### config.mk
export PLATFORM = sky130hd
export DESIGN_NAME = date_period_overlap_days_flat
export DESIGN_NICKNAME = d
export VERILOG_FILES = /design/src/hdl/dpod_pkg.sv /design/src/hdl/dpod_if.sv /design/src/hdl/date_period_overlap_days.sv /design/src/hdl/dpod_day_lane.sv /design/src/hdl/dpod_merge.sv /design/src/flat_wrapper.sv
export SDC_FILE = /design/constraint.sdc
export NUM_CORES = 2
export LEC_CHECK = 0
export BUFFER_PORTS_ARGS = -buffer_cell sky130_fd_sc_hd__buf_2
export CAP_MARGIN = 20
export CORE_UTILIZATION = 56
export DETAILED_ROUTE_END_ITERATION = 10
export HOLD_SLACK_MARGIN = 0.02
export PLACE_DENSITY = 0.77
export SETUP_SLACK_MARGIN = 0.2
export SYNTH_ARGS = -nofsm -noshare
export SYNTH_HDL_FRONTEND = slang
export SYNTH_SLANG_ARGS = --single-unit
### constraint.sdc
create_clock -name clk -period 12.55 [get_ports clk]
set_input_delay 1.255 -clock clk [delete_from_list [all_inputs] [get_ports clk]]
set_output_delay 1.255 -clock clk [all_outputs]
set_load 0.005 [all_outputs]
### src/hdl/dpod_pkg.sv
package dpod_pkg;

	// Field types of one query and one result.
	typedef logic [4:0]  day_t;
	typedef logic [3:0]  month_t;
	typedef logic [13:0] year_t;
	typedef logic [21:0] overlap_t;

	// Linear day number of one date, year 0 January 1 being day 1.
	typedef logic [22:0] day_num_t;

	// Offset of a month's first day within its year.
	typedef logic [8:0] month_off_t;

	// Quotient of a year by 100.
	typedef logic [7:0] cent_t;

	localparam int unsigned DAYS_PER_YEAR = 365;

	// Year / 100 as (year * 5243) >> 19, exact for every 14-bit year.
	localparam logic [12:0] DIV100_MUL   = 13'd5243;
	localparam int unsigned DIV100_SHIFT = 19;
	localparam int unsigned DIV100_PROD_W = 27;

	localparam overlap_t OVERLAP_MAX = '1;

	// Stage enables of one conversion lane.
	typedef struct packed {
		logic en_s1;
		logic en_s2;
		logic en_s3;
	} lane_ctl_t;

	// Stage enables of the merging stage.
	typedef struct packed {
		logic en_s4;
		logic en_s5;
	} merge_ctl_t;

	// Days before the first of a month; month 0 reads as January and
	// months beyond twelve read as December.
	function automatic month_off_t days_before_month(input month_t m);
		month_off_t off;
		unique case (m)
			4'd0, 4'd1: off = 9'd0;
			4'd2:       off = 9'd31;
			4'd3:       off = 9'd59;
			4'd4:       off = 9'd90;
			4'd5:       off = 9'd120;
			4'd6:       off = 9'd151;
			4'd7:       off = 9'd181;
			4'd8:       off = 9'd212;
			4'd9:       off = 9'd243;
			4'd10:      off = 9'd273;
			4'd11:      off = 9'd304;
			default:    off = 9'd334;
		endcase
		return off;
	endfunction

endpackage

### src/hdl/dpod_if.sv
// Query channel: two periods of two dates each.
interface dpod_query_if import dpod_pkg::*; ();
	logic   valid;
	logic   ready;
	day_t   first_start_day;
	month_t first_start_month;
	year_t  first_start_year;
	day_t   first_end_day;
	month_t first_end_month;
	year_t  first_end_year;
	day_t   second_start_day;
	month_t second_start_month;
	year_t  second_start_year;
	day_t   second_end_day;
	month_t second_end_month;
	year_t  second_end_year;

	modport source (
		output valid,
		input  ready,
		output first_start_day, first_start_month, first_start_year,
		output first_end_day, first_end_month, first_end_year,
		output second_start_day, second_start_month, second_start_year,
		output second_end_day, second_end_month, second_end_year
	);

	modport sink (
		input  valid,
		output ready,
		input  first_start_day, first_start_month, first_start_year,
		input  first_end_day, first_end_month, first_end_year,
		input  second_start_day, second_start_month, second_start_year,
		input  second_end_day, second_end_month, second_end_year
	);
endinterface

// Result channel: the number of shared days.
interface dpod_result_if import dpod_pkg::*; ();
	logic     valid;
	logic     ready;
	overlap_t overlap_days;

	modport source (output valid, input ready, output overlap_days);
	modport sink (input valid, output ready, input overlap_days);
endinterface

### src/hdl/date_period_overlap_days.sv
// Pipeline: a query passes lane stages 1 to 3, then merge stage 4 and stage 5, the output register.
// Throughput: one transaction per cycle while the output is not stalled; four date lanes convert in parallel.
// Each stage advances whenever it is empty or its successor advances, so a
// query is taken while a finished result still waits, as long as a bubble exists.
// Reset (arst_n low, asynchronous) clears the stage valid flags; data is not reset.
module date_period_overlap_days import dpod_pkg::*; (
	input logic        clk,
	input logic        arst_n,
	dpod_query_if.sink query,
	dpod_result_if.source result
);

	logic v_s1, v_s2, v_s3, v_s4, v_s5;
	logic en_s1, en_s2, en_s3, en_s4, en_s5;

	lane_ctl_t  lane_ctl;
	merge_ctl_t merge_ctl;

	day_num_t fs_num, fe_num, ss_num, se_num;

	// Stage enables: a stage loads when it is empty or drains forward.
	assign en_s5 = !v_s5 || result.ready;
	assign en_s4 = !v_s4 || en_s5;
	assign en_s3 = !v_s3 || en_s4;
	assign en_s2 = !v_s2 || en_s3;
	assign en_s1 = !v_s1 || en_s2;

	assign query.ready = en_s1;

	assign lane_ctl  = '{en_s1: en_s1, en_s2: en_s2, en_s3: en_s3};
	assign merge_ctl = '{en_s4: en_s4, en_s5: en_s5};

	// Valid flags of the pipeline.
	always_ff @(posedge clk or negedge arst_n) begin
		if (!arst_n) begin
			v_s1 <= 1'b0;
			v_s2 <= 1'b0;
			v_s3 <= 1'b0;
			v_s4 <= 1'b0;
			v_s5 <= 1'b0;
		end else begin
			if (en_s1) v_s1 <= query.valid;
			if (en_s2) v_s2 <= v_s1;
			if (en_s3) v_s3 <= v_s2;
			if (en_s4) v_s4 <= v_s3;
			if (en_s5) v_s5 <= v_s4;
		end
	end

	// Four conversion lanes, one per date.
	dpod_day_lane u_lane_fs (
		.clk     (clk),
		.ctl     (lane_ctl),
		.day     (query.first_start_day),
		.month   (query.first_start_month),
		.year    (query.first_start_year),
		.day_num (fs_num)
	);

	dpod_day_lane u_lane_fe (
		.clk     (clk),
		.ctl     (lane_ctl),
		.day     (query.first_end_day),
		.month   (query.first_end_month),
		.year    (query.first_end_year),
		.day_num (fe_num)
	);

	dpod_day_lane u_lane_ss (
		.clk     (clk),
		.ctl     (lane_ctl),
		.day     (query.second_start_day),
		.month   (query.second_start_month),
		.year    (query.second_start_year),
		.day_num (ss_num)
	);

	dpod_day_lane u_lane_se (
		.clk     (clk),
		.ctl     (lane_ctl),
		.day     (query.second_end_day),
		.month   (query.second_end_month),
		.year    (query.second_end_year),
		.day_num (se_num)
	);

	// Merge of the lane results into the output register.
	dpod_merge u_merge (
		.clk          (clk),
		.ctl          (merge_ctl),
		.first_start  (fs_num),
		.first_end    (fe_num),
		.second_start (ss_num),
		.second_end   (se_num),
		.overlap      (result.overlap_days)
	);

	assign result.valid = v_s5;

	// An empty first stage never blocks a query.
	a_bubble_accepts: assert property (@(posedge clk) disable iff (!arst_n)
		!v_s1 |-> query.ready)
		else $error("first stage empty but query not accepted");

	// An accepted query occupies the first stage next cycle.
	a_accept_loads: assert property (@(posedge clk) disable iff (!arst_n)
		(query.valid && query.ready) |=> v_s1)
		else $error("accepted query lost at stage 1");

	// A transaction leaving stage 4 lands in the output register.
	a_merge_moves: assert property (@(posedge clk) disable iff (!arst_n)
		(v_s4 && en_s4) |=> v_s5)
		else $error("transaction lost between stage 4 and stage 5");

	// A full pipeline with a stalled output takes no query.
	a_full_blocks: assert property (@(posedge clk) disable iff (!arst_n)
		(v_s1 && v_s2 && v_s3 && v_s4 && v_s5 && !result.ready) |-> !query.ready)
		else $error("query accepted into a full stalled pipeline");

endmodule

### src/hdl/dpod_day_lane.sv
// One date to linear day number, three pipeline stages.
module dpod_day_lane import dpod_pkg::*; (
	input  logic      clk,
	input  lane_ctl_t ctl,
	input  day_t      day,
	input  month_t    month,
	input  year_t     year,
	output day_num_t  day_num
);

	logic [DIV100_PROD_W-1:0] q_prod;

	day_num_t   prod365_s1;
	cent_t      q100_s1;
	year_t      year_s1;
	month_off_t moff_s1;
	logic       after_feb_s1;
	day_t       day_s1;

	logic [14:0] rem_full;
	logic        rem_nz;
	logic [14:0] year_p3;
	logic [12:0] quarter;
	logic        leap;

	day_num_t    base_s2;
	logic [8:0]  c100_s2;
	logic [6:0]  c400_s2;
	day_num_t    day_num_s3;

	// Stage 1: the two multiplications and the month table.
	assign q_prod = DIV100_PROD_W'(year) * DIV100_PROD_W'(DIV100_MUL);

	always_ff @(posedge clk) begin
		if (ctl.en_s1) begin
			prod365_s1   <= day_num_t'(year) * day_num_t'(DAYS_PER_YEAR);
			q100_s1      <= q_prod[DIV100_SHIFT +: $bits(cent_t)];
			year_s1      <= year;
			moff_s1      <= days_before_month(month);
			after_feb_s1 <= (month > 4'd2);
			day_s1       <= day;
		end
	end

	// Stage 2: remainder by 100, leap flag and the positive terms.
	always_comb begin
		rem_full = 15'(year_s1) - 15'(q100_s1) * 15'd100;
		rem_nz   = (rem_full[6:0] != 7'd0);
		year_p3  = 15'(year_s1) + 15'd3;
		quarter  = year_p3[14:2];
		leap     = rem_nz ? (year_s1[1:0] == 2'd0) : (q100_s1[1:0] == 2'd0);
	end

	always_ff @(posedge clk) begin
		if (ctl.en_s2) begin
			base_s2 <= prod365_s1 + day_num_t'(quarter) + day_num_t'(moff_s1)
				+ day_num_t'(day_s1) + day_num_t'(after_feb_s1 & leap);
			c100_s2 <= 9'(q100_s1) + 9'(rem_nz);
			c400_s2 <= 7'(q100_s1[7:2])
				+ 7'(rem_nz | (q100_s1[1:0] != 2'd0));
		end
	end

	// Stage 3: century corrections.
	always_ff @(posedge clk) begin
		if (ctl.en_s3) begin
			day_num_s3 <= base_s2 - day_num_t'(c100_s2) + day_num_t'(c400_s2);
		end
	end

	assign day_num = day_num_s3;

endmodule

### src/hdl/dpod_merge.sv
// Combines the four day numbers into the clamped overlap count.
module dpod_merge import dpod_pkg::*; (
	input  logic       clk,
	input  merge_ctl_t ctl,
	input  day_num_t   first_start,
	input  day_num_t   first_end,
	input  day_num_t   second_start,
	input  day_num_t   second_end,
	output overlap_t   overlap
);

	day_num_t    lo_s4;
	day_num_t    hi_s4;
	logic [23:0] span;
	overlap_t    overlap_s5;

	// Stage 4: latest start and earliest end.
	always_ff @(posedge clk) begin
		if (ctl.en_s4) begin
			lo_s4 <= (first_start > second_start) ? first_start : second_start;
			hi_s4 <= (first_end < second_end) ? first_end : second_end;
		end
	end

	// Stage 5: inclusive span, zero when empty, saturated at the field top.
	assign span = 24'(hi_s4) - 24'(lo_s4) + 24'd1;

	always_ff @(posedge clk) begin
		if (ctl.en_s5) begin
			priority if (hi_s4 < lo_s4) begin
				overlap_s5 <= '0;
			end else if (span[23:22] != 2'd0) begin
				overlap_s5 <= OVERLAP_MAX;
			end else begin
				overlap_s5 <= span[21:0];
			end
		end
	end

	assign overlap = overlap_s5;

endmodule
### src/flat_wrapper.sv
// flat-port wrapper written by rule: the top's interface ports become plain ports
module date_period_overlap_days_flat import dpod_pkg::*;
  (clk, arst_n, query_valid, query_ready, query_first_start_day, query_first_start_month, query_first_start_year, query_first_end_day, query_first_end_month, query_first_end_year, query_second_start_day, query_second_start_month, query_second_start_year, query_second_end_day, query_second_end_month, query_second_end_year, result_valid, result_ready, result_overlap_days);
  dpod_query_if query_i ();
  dpod_result_if result_i ();
  input logic clk;
  input logic arst_n;
  input wire logic [$bits(query_i.valid)-1:0] query_valid;
  output wire logic [$bits(query_i.ready)-1:0] query_ready;
  input wire logic [$bits(query_i.first_start_day)-1:0] query_first_start_day;
  input wire logic [$bits(query_i.first_start_month)-1:0] query_first_start_month;
  input wire logic [$bits(query_i.first_start_year)-1:0] query_first_start_year;
  input wire logic [$bits(query_i.first_end_day)-1:0] query_first_end_day;
  input wire logic [$bits(query_i.first_end_month)-1:0] query_first_end_month;
  input wire logic [$bits(query_i.first_end_year)-1:0] query_first_end_year;
  input wire logic [$bits(query_i.second_start_day)-1:0] query_second_start_day;
  input wire logic [$bits(query_i.second_start_month)-1:0] query_second_start_month;
  input wire logic [$bits(query_i.second_start_year)-1:0] query_second_start_year;
  input wire logic [$bits(query_i.second_end_day)-1:0] query_second_end_day;
  input wire logic [$bits(query_i.second_end_month)-1:0] query_second_end_month;
  input wire logic [$bits(query_i.second_end_year)-1:0] query_second_end_year;
  output wire logic [$bits(result_i.valid)-1:0] result_valid;
  input wire logic [$bits(result_i.ready)-1:0] result_ready;
  output wire logic [$bits(result_i.overlap_days)-1:0] result_overlap_days;
  assign query_i.valid = query_valid;
  assign query_ready = query_i.ready;
  assign query_i.first_start_day = query_first_start_day;
  assign query_i.first_start_month = query_first_start_month;
  assign query_i.first_start_year = query_first_start_year;
  assign query_i.first_end_day = query_first_end_day;
  assign query_i.first_end_month = query_first_end_month;
  assign query_i.first_end_year = query_first_end_year;
  assign query_i.second_start_day = query_second_start_day;
  assign query_i.second_start_month = query_second_start_month;
  assign query_i.second_start_year = query_second_start_year;
  assign query_i.second_end_day = query_second_end_day;
  assign query_i.second_end_month = query_second_end_month;
  assign query_i.second_end_year = query_second_end_year;
  assign result_valid = result_i.valid;
  assign result_i.ready = result_ready;
  assign result_overlap_days = result_i.overlap_days;
  date_period_overlap_days u_core (.clk(clk), .arst_n(arst_n), .query(query_i), .result(result_i));
endmodule
## Word-level counts from Yosys, hierarchy flattened

Memories as Yosys holds them, arrays and structs flattened. A register that Yosys moved wholly into a read port is not among the register bits.
Cells that the tools add are included.

| word-level totals | value |
|---|---|
| memories | 4 |
| flip-flop bits (word level) | 525 |
| bits in latches | 0 |
| memory bits (read-only) | 576 |
| word-level logic and storage cells | 151 |
| memory bits (writable) | 0 |
| bits of input ports | 96 |
| output and inout bits | 24 |

| operators by class | value |
|---|---|
| order comparisons | 7 |
| div/mod/pow operators | 0 |
| $mul | 12 |
| bitwise gates (word level) | 8 |
| equality and inequality tests | 0 |
| shift-type cells | 0 |
| muxes and demuxes | 7 |
| reduce and logical (&&, ||, !) cells | 27 |
| add/subtract/negate cells | 42 |

Memories:

| name | words | width | read ports | clocked after Yosys merged registers in | wr ports | line | source |
|---|---|---|---|---|---|---|---|
| (no name shown) | 16 | 9 | 1 | 1 | 0 | dpod_pkg.sv:44 | `unique case (m)` |
| (no name shown) | 16 | 9 | 1 | 1 | 0 | dpod_pkg.sv:44 |  |
| (no name shown) | 16 | 9 | 1 | 1 | 0 | dpod_pkg.sv:44 |  |
| (no name shown) | 16 | 9 | 1 | 1 | 0 | dpod_pkg.sv:44 |  |

Operators by type and width:

| operator | number |
|---|---|
| $mul 14x13->27 const B | 4 |
| $add 23x1->23 | 4 |
| $add 23x13->23 | 4 |
| $add 23x5->23 | 4 |
| $add 23x7->23 | 4 |
| $add 23x9->23 | 4 |
| $mul 14x9->23 const B | 4 |
| $sub 23x9->23 | 4 |
| $add 14x2->15 const B | 4 |
| $lt 23x23->1 | 2 |
| $mux 23 | 2 |
| $add 8x1->9 | 4 |
| $mul 8x5->5 const B | 4 |
| $add 6x1->7 | 4 |
| $reduce_bool 7->1 | 4 |
| $sub 7x7->7 | 4 |
| $add 24x1->24 const B | 1 |
| $sub 23x23->24 | 1 |
| $gt 23x23->1 | 1 |
| $mux 22 | 1 |
| $gt 4x2->1 const B | 4 |
| $logic_not 2->1 | 8 |
| $reduce_bool 2->1 | 5 |
| $logic_not 1->1 | 5 |
| 4 further kinds | 17 |

## Depth between registers and ports, before layout

| depth | value |
|---|---|
| word-level depth | 6 |
| gate-level depth with buffers | 24 |
| gate-level depth less buffers | 24 |

## By module

Synthesis repeated with hierarchy kept, for this count alone.

| unflattened totals | value |
|---|---|
| cell total of the unflattened synthesis | 5472 |
| area total of the unflattened synthesis | 57470.1 µm² |

By module, submodules not included:

| module | area each (µm²) | times used | cells an instance | seq. area each (µm²) |
|---|---|---|---|---|
| dpod_day_lane at u_core.u_lane_se | 12697.2 | 1 | 1203 | 3603.5 |
| dpod_day_lane at u_core.u_lane_fe | 12689.7 | 1 | 1190 | 3603.5 |
| dpod_day_lane at u_core.u_lane_ss | 12583.3 | 1 | 1180 | 3603.5 |
| dpod_day_lane at u_core.u_lane_fs | 12450.7 | 1 | 1157 | 3603.5 |
| dpod_merge | 6841.6 | 1 | 725 | 2042.0 |
| date_period_overlap_days | 207.7 | 1 | 17 | 125.1 |

## Worst setup path before layout

OpenSTA, ideal clock, no wires.

| path | value |
|---|---|
| path kind | input to register |
| from | input port result_ready |
| to | register u_core.u_lane_fe.after_feb_s1 (enable) |
| data arrival time | 10.434 ns |
| required time | 10.740 ns |
| stages | 4 |
| slack | 0.306 ns |
| buffers on the path | 0 |
| cells stage by stage | nor2b_1 -> nand4_1 -> inv_1 -> nand2_1 |

| on the way | value |
|---|---|
| cells in the longest elaborated chain, start to end | 5 |

Ends and longest elaborated chain:

| item | line | source |
|---|---|---|
| start, declared | flat_wrapper.sv:23 | `input wire logic [$bits(result_i.ready)-1:0] result_ready;` |
| $logic_or 1x1->1 | date_period_overlap_days.sv:22 | `assign en_s5 = !v_s5 \|\| result.ready;` |
| $logic_or 1x1->1 | date_period_overlap_days.sv:23 | `assign en_s4 = !v_s4 \|\| en_s5;` |
| $logic_or 1x1->1 | date_period_overlap_days.sv:24 | `assign en_s3 = !v_s3 \|\| en_s4;` |
| $logic_or 1x1->1 | date_period_overlap_days.sv:25 | `assign en_s2 = !v_s2 \|\| en_s3;` |
| named net u_core.en_s2 | date_period_overlap_days.sv:14 | `logic en_s1, en_s2, en_s3, en_s4, en_s5;` |
| $logic_or 1x1->1 | date_period_overlap_days.sv:26 | `assign en_s1 = !v_s1 \|\| en_s2;` |
| named net query_ready | flat_wrapper.sv:9 | `output wire logic [$bits(query_i.ready)-1:0] query_ready;` |
| end signal, assigned | dpod_day_lane.sv:40 | `after_feb_s1 <= (month > 4'd2);` |
| end, declared | dpod_day_lane.sv:17 | `logic after_feb_s1;` |

The timed path passes the listed nets, and every way through them passes these cells.
A chain may end at the register's enable or synchronous reset.

## Worst setup path in the final report

| path | value |
|---|---|
| from | input port query_first_end_year[4] |
| to | register u_core.u_lane_fe.q100_s1[7] (data pin) |

| on the way | value |
|---|---|
| cells in the longest elaborated chain, start to end | 1 |

Ends and longest elaborated chain:

| item | line | source |
|---|---|---|
| start, declared | flat_wrapper.sv:15 | `input wire logic [$bits(query_i.first_end_year)-1:0] query_first_end_year;` |
| $mul 14x13->27 | dpod_day_lane.sv:32 | `assign q_prod = DIV100_PROD_W'(year) * DIV100_PROD_W'(DIV100_MUL);` |
| named net u_core.u_lane_fe.q_prod[26] | dpod_day_lane.sv:11 | `logic [DIV100_PROD_W-1:0] q_prod;` |
| end signal, assigned | dpod_day_lane.sv:37 | `q100_s1 <= q_prod[DIV100_SHIFT +: $bits(cent_t)];` |
| end, declared | dpod_day_lane.sv:14 | `cent_t q100_s1;` |

The timed path passes the listed nets, and every way through them passes these cells.

==> results.cfg <==
[grt]
grt_pass1_wl_um = 180000
grt_pass1_vias = 35974
grt_antenna_before_repair = 0
grt_usage = 0.229
grt-ovfl-total = 0
grt_max_degree = 158

[cells_and_area]
diodes = 0
drive_above_1_share = 0.0645
area_delta_synth_final_pct = 8.50
nets = 6644
fin_cells = 6462

[synthesis]
synth_top_family_by_area = adder cells
ys.flop_type = edfxtp_1
syn_area_um2 = 54100
async_reset_ff_frac = 0.00904
synth.distinct_cells = 74
synthAdderAreaFrac = 0.396
ys_warn_count = 0
synth-edff-count = 548
ys_ff_latch = 553
synth_compound_area_frac = 0.0741
avgSynthCellArea_um2 = 10.9
synthSimpleGateAreaFrac = 0.0656
ys_seq_area_frac = 0.306
syn-num-nets = 6464
synthXorXnorAreaFrac = 0.0584
syn_inst = 4965
synth_mux_area_frac = 0.0141

[critical_path]
cp_top_family = adder cells
crit_path_end_kind = register
r2r-end = u_core.u_lane_fe.base_s2[20]
crit_required_ns = 12.92
crit_chain = buf_2 -> ha_1 -> inv_1 -> fa_1 -> fa_1 -> inv_1 -> ha_1 -> inv_1 -> fa_1 -> inv_1 -> ha_1 -> a2111oi_0 -> o21ai_0 -> a221oi_1 -> o221ai_1 -> nor4_1 -> nor4b_1 -> o21ai_0 -> nand2b_1 -> a21oi_1 -> xnor2_1
arrival_ns = 6.69
cpPeakStageDelay_ns = 0.60
r2r_slack_ns = 6.59
worstReg2RegStart = u_core.u_lane_fe.q100_s1[1]
slowest_stage = a221oi_1
crit_top_cell = inv_1
cp_num_buf_inv = 5
crit_fanout = 7
worstSetupPathType = input port to register
start_kind = input port
worst-r2r-cell-count = 22

[route]
vias = 34028
wl_per_cell_um = 16.6
drc_errors = 0
wirelength_um = 107000
avgViaCountPerCell = 5.27
ant_nets = 0
drtIter0Drc = 1966
dr.pass1.iters = 5

[die]
die_area_um2 = 97900
die_w_um = 313
start_util = 0.567
core_um2 = 95400
fp.dieH_um = 313
row_count = 113
pin_count = 120

[timing]
hold_violations = 0
setup-tns-final_ns = 0
slew_viol_final = 0
finClkSkew_ns = 0.0375
finalSetupViolCount = 0
period_needed_ns = 6.32
grt_setup_unrepaired = false
min_period_over_period = 0.503
fmax_ghz = 0.158
worst_pin_slew_ns = 1.06
slew_headroom = 0.297

[clock_network]
cts.root.buffer_cell = clkbuf_16
cts_resized = 0
cts-buffers-inserted = 68
clk_latency_ns = 0.63
cts_setup_buffers = 0
clk_pin_slew_worst_paths_ns = 0.05
cts.sinks = 553
cts_tree = built
htreeDepth = 3
holdBufCountCts = 0
clockBufferDepth = 3

[placed_design]
place_hpwl_um = 88400
placed_cells = 6338
port_buffers = 119
place_congestion = 0.923

[power]
power.density_nw_per_um2 = 292
ir_drop_uv = 158
total_power_w = 0.0171
leakage_nw = 29.0

[min_path]
hold_class = input port to asynchronous set/reset pin

[job]
max_cap_viol_count = 0

[status]
outcome = complete, no violations
[how the worst max path moves through the flow]
stage                       startpoint                             to  slack (ns)  cells after the start
5_1_grt        query_first_end_year[4]    u_core.u_lane_fe.q100_s1[7]        5.88                     21
2_1_floorplan             result_ready  u_core.u_lane_fe.after_feb_s1        0.31                      4
6_report       query_first_end_year[4]    u_core.u_lane_fe.q100_s1[7]        6.23                     21
4_1_cts        query_first_end_year[4]    u_core.u_lane_fe.q100_s1[7]        6.23                     21
3_5_place_dp   query_first_end_year[5]    u_core.u_lane_fe.q100_s1[7]        5.59                     21
3_3_place_gp   query_first_end_year[4]    u_core.u_lane_fe.q100_s1[7]        5.82                     21
[final cells by class]
cell class              count  area, um2
clock buffers              76       1800
clock inverters            46        571
fillers                  7607      36700
inverters                1208       4530
multi-input cells        3185      33000
flip-flops and latches    553      16600
well taps                1265       1580
repair buffers            129        699
[routing by layer]
metal	wire (um)	part of all wire	track usage
met2	51200	0.48	0.384
met1	49500	0.46	0.316
met5	0	0	0
met3	4560	0.042	0.0312
met4	2300	0.021	0.0545
[placed cells by master (no fill, tap or decap), types with 16 or more instances in the layout]
cell | Yosys | final
a211oi_1 | 18 | 18
a21boi_0 | 16 | 16
a21o_1 | 86 | 86
a21oi_1 | 173 | 173
a21oi_2 | 18 | 18
a31oi_1 | 22 | 21
and3_1 | 36 | 36
buf_2 | 0 | 119
clkbuf_16 | 0 | 71
edfxtp_1 | 548 | 548
fa_1 | 519 | 519
ha_1 | 884 | 884
inv_1 | 1208 | 1208
mux2_2 | 54 | 54
nand2_1 | 140 | 138
nand2b_1 | 44 | 44
nand3_1 | 93 | 92
nand4_1 | 24 | 24
nor2_1 | 215 | 215
nor2b_1 | 65 | 65
nor3_1 | 63 | 63
o21a_1 | 41 | 41
o21ai_0 | 121 | 121
o21bai_1 | 24 | 24
or3_1 | 17 | 17
xnor2_1 | 248 | 248
xor2_1 | 113 | 113
[cell families (layout without fill, tap and decap cells)]
kind of cell	Yosys count	in the layout
flops	553	553
fa+ha+maj	1403	1403
buf+inv	1227	1459
simple gates	735	735
mux	69	69
compound gates	617	617
xor+xnor	361	361
[where the power goes]
group          internal (W)  switching [W]  total [W]
Sequential          0.00355       0.000498    0.00405
Clock               0.00128       0.000805    0.00209
Combinational       0.00486        0.00613     0.0110
Total               0.00969        0.00743     0.0171
[state kept, by name, indices dropped and copies added, names as in the netlist, 23 cells and up]
signal / flops
u_core.u_lane_fe.base_s2: 23
u_core.u_lane_fe.day_num: 23
u_core.u_lane_fe.prod365_s1: 23
u_core.u_lane_fs.base_s2: 23
u_core.u_lane_fs.day_num: 23
u_core.u_lane_fs.prod365_s1: 23
u_core.u_lane_se.base_s2: 23
u_core.u_lane_se.day_num: 23
u_core.u_lane_se.prod365_s1: 23
u_core.u_lane_ss.base_s2: 23
u_core.u_lane_ss.day_num: 23
u_core.u_lane_ss.prod365_s1: 23
u_core.u_merge.hi_s4: 23
u_core.u_merge.lo_s4: 23
[synthesized netlist by cell type (all sizes together) (5+ instances only)]
cell type,count,area (um2)
nand2b,44,275
nor2,216,813
nand3,93,465
nor3b,6,45.0
nand4,24,150
and4,6,52.6
a31oi,22,138
fa,519,10400
nor2b,65,407
and3,36,225
o21ai,130,651
xor2,113,990
a31o,10,87.6
a21o,86,646
o21a,41,308
dfrtp,5,125
a21boi,17,128
a21oi,191,1020
mux2i,15,154
o31ai,9,81.3
or3,17,106
ha,884,11100
clkbuf,15,56.3
a211oi,18,135
nor3,63,315
nand2,140,526
mux2,54,608
edfxtp,548,16500
o211a,5,50.1
xnor2,248,2170
o211ai,10,75.1
a221oi,8,76.3
or2,11,68.8
o41ai,5,51.3
inv,1208,4530
o21bai,24,180
[per-stage QoR]
step / setup WS (ns) / utilization / instance area [um2] / hold WS, ns
detailed placement: 5.59 / 0.590 / 56300 / 0.472
CTS: 6.23 / 0.615 / 58700 / 0.405
floorplan: 0.306 / - / 54100 / 0.435
finish: 6.23 / 0.615 / 58700 / 0.443
global placement: 5.82 / 0.590 / 56300 / 0.455
global route: 5.88 / 0.615 / 58700 / 0.418
[worst register-to-register path, cell delays in order, from the launching register on]
cell      delay, ns
edfxtp_1       0.48
inv_1          0.13
ha_1           0.24
xor2_1         0.15
xnor2_1        0.24
xnor2_1        0.14
nor3_1         0.05
o21ai_0        0.32
o211a_1        0.21
fa_1           0.16
inv_1          0.05
fa_1           0.51
inv_1          0.05
ha_1           0.21
a21o_1         0.18
a21oi_1        0.26
o21ai_0        0.19
o41ai_1        0.81
o21ai_0        0.39
o21a_1         0.29
a31oi_1        0.33
nor2_1         0.12
xor2_1         0.16
Note: power is estimated with default switching activity, not from simulation.
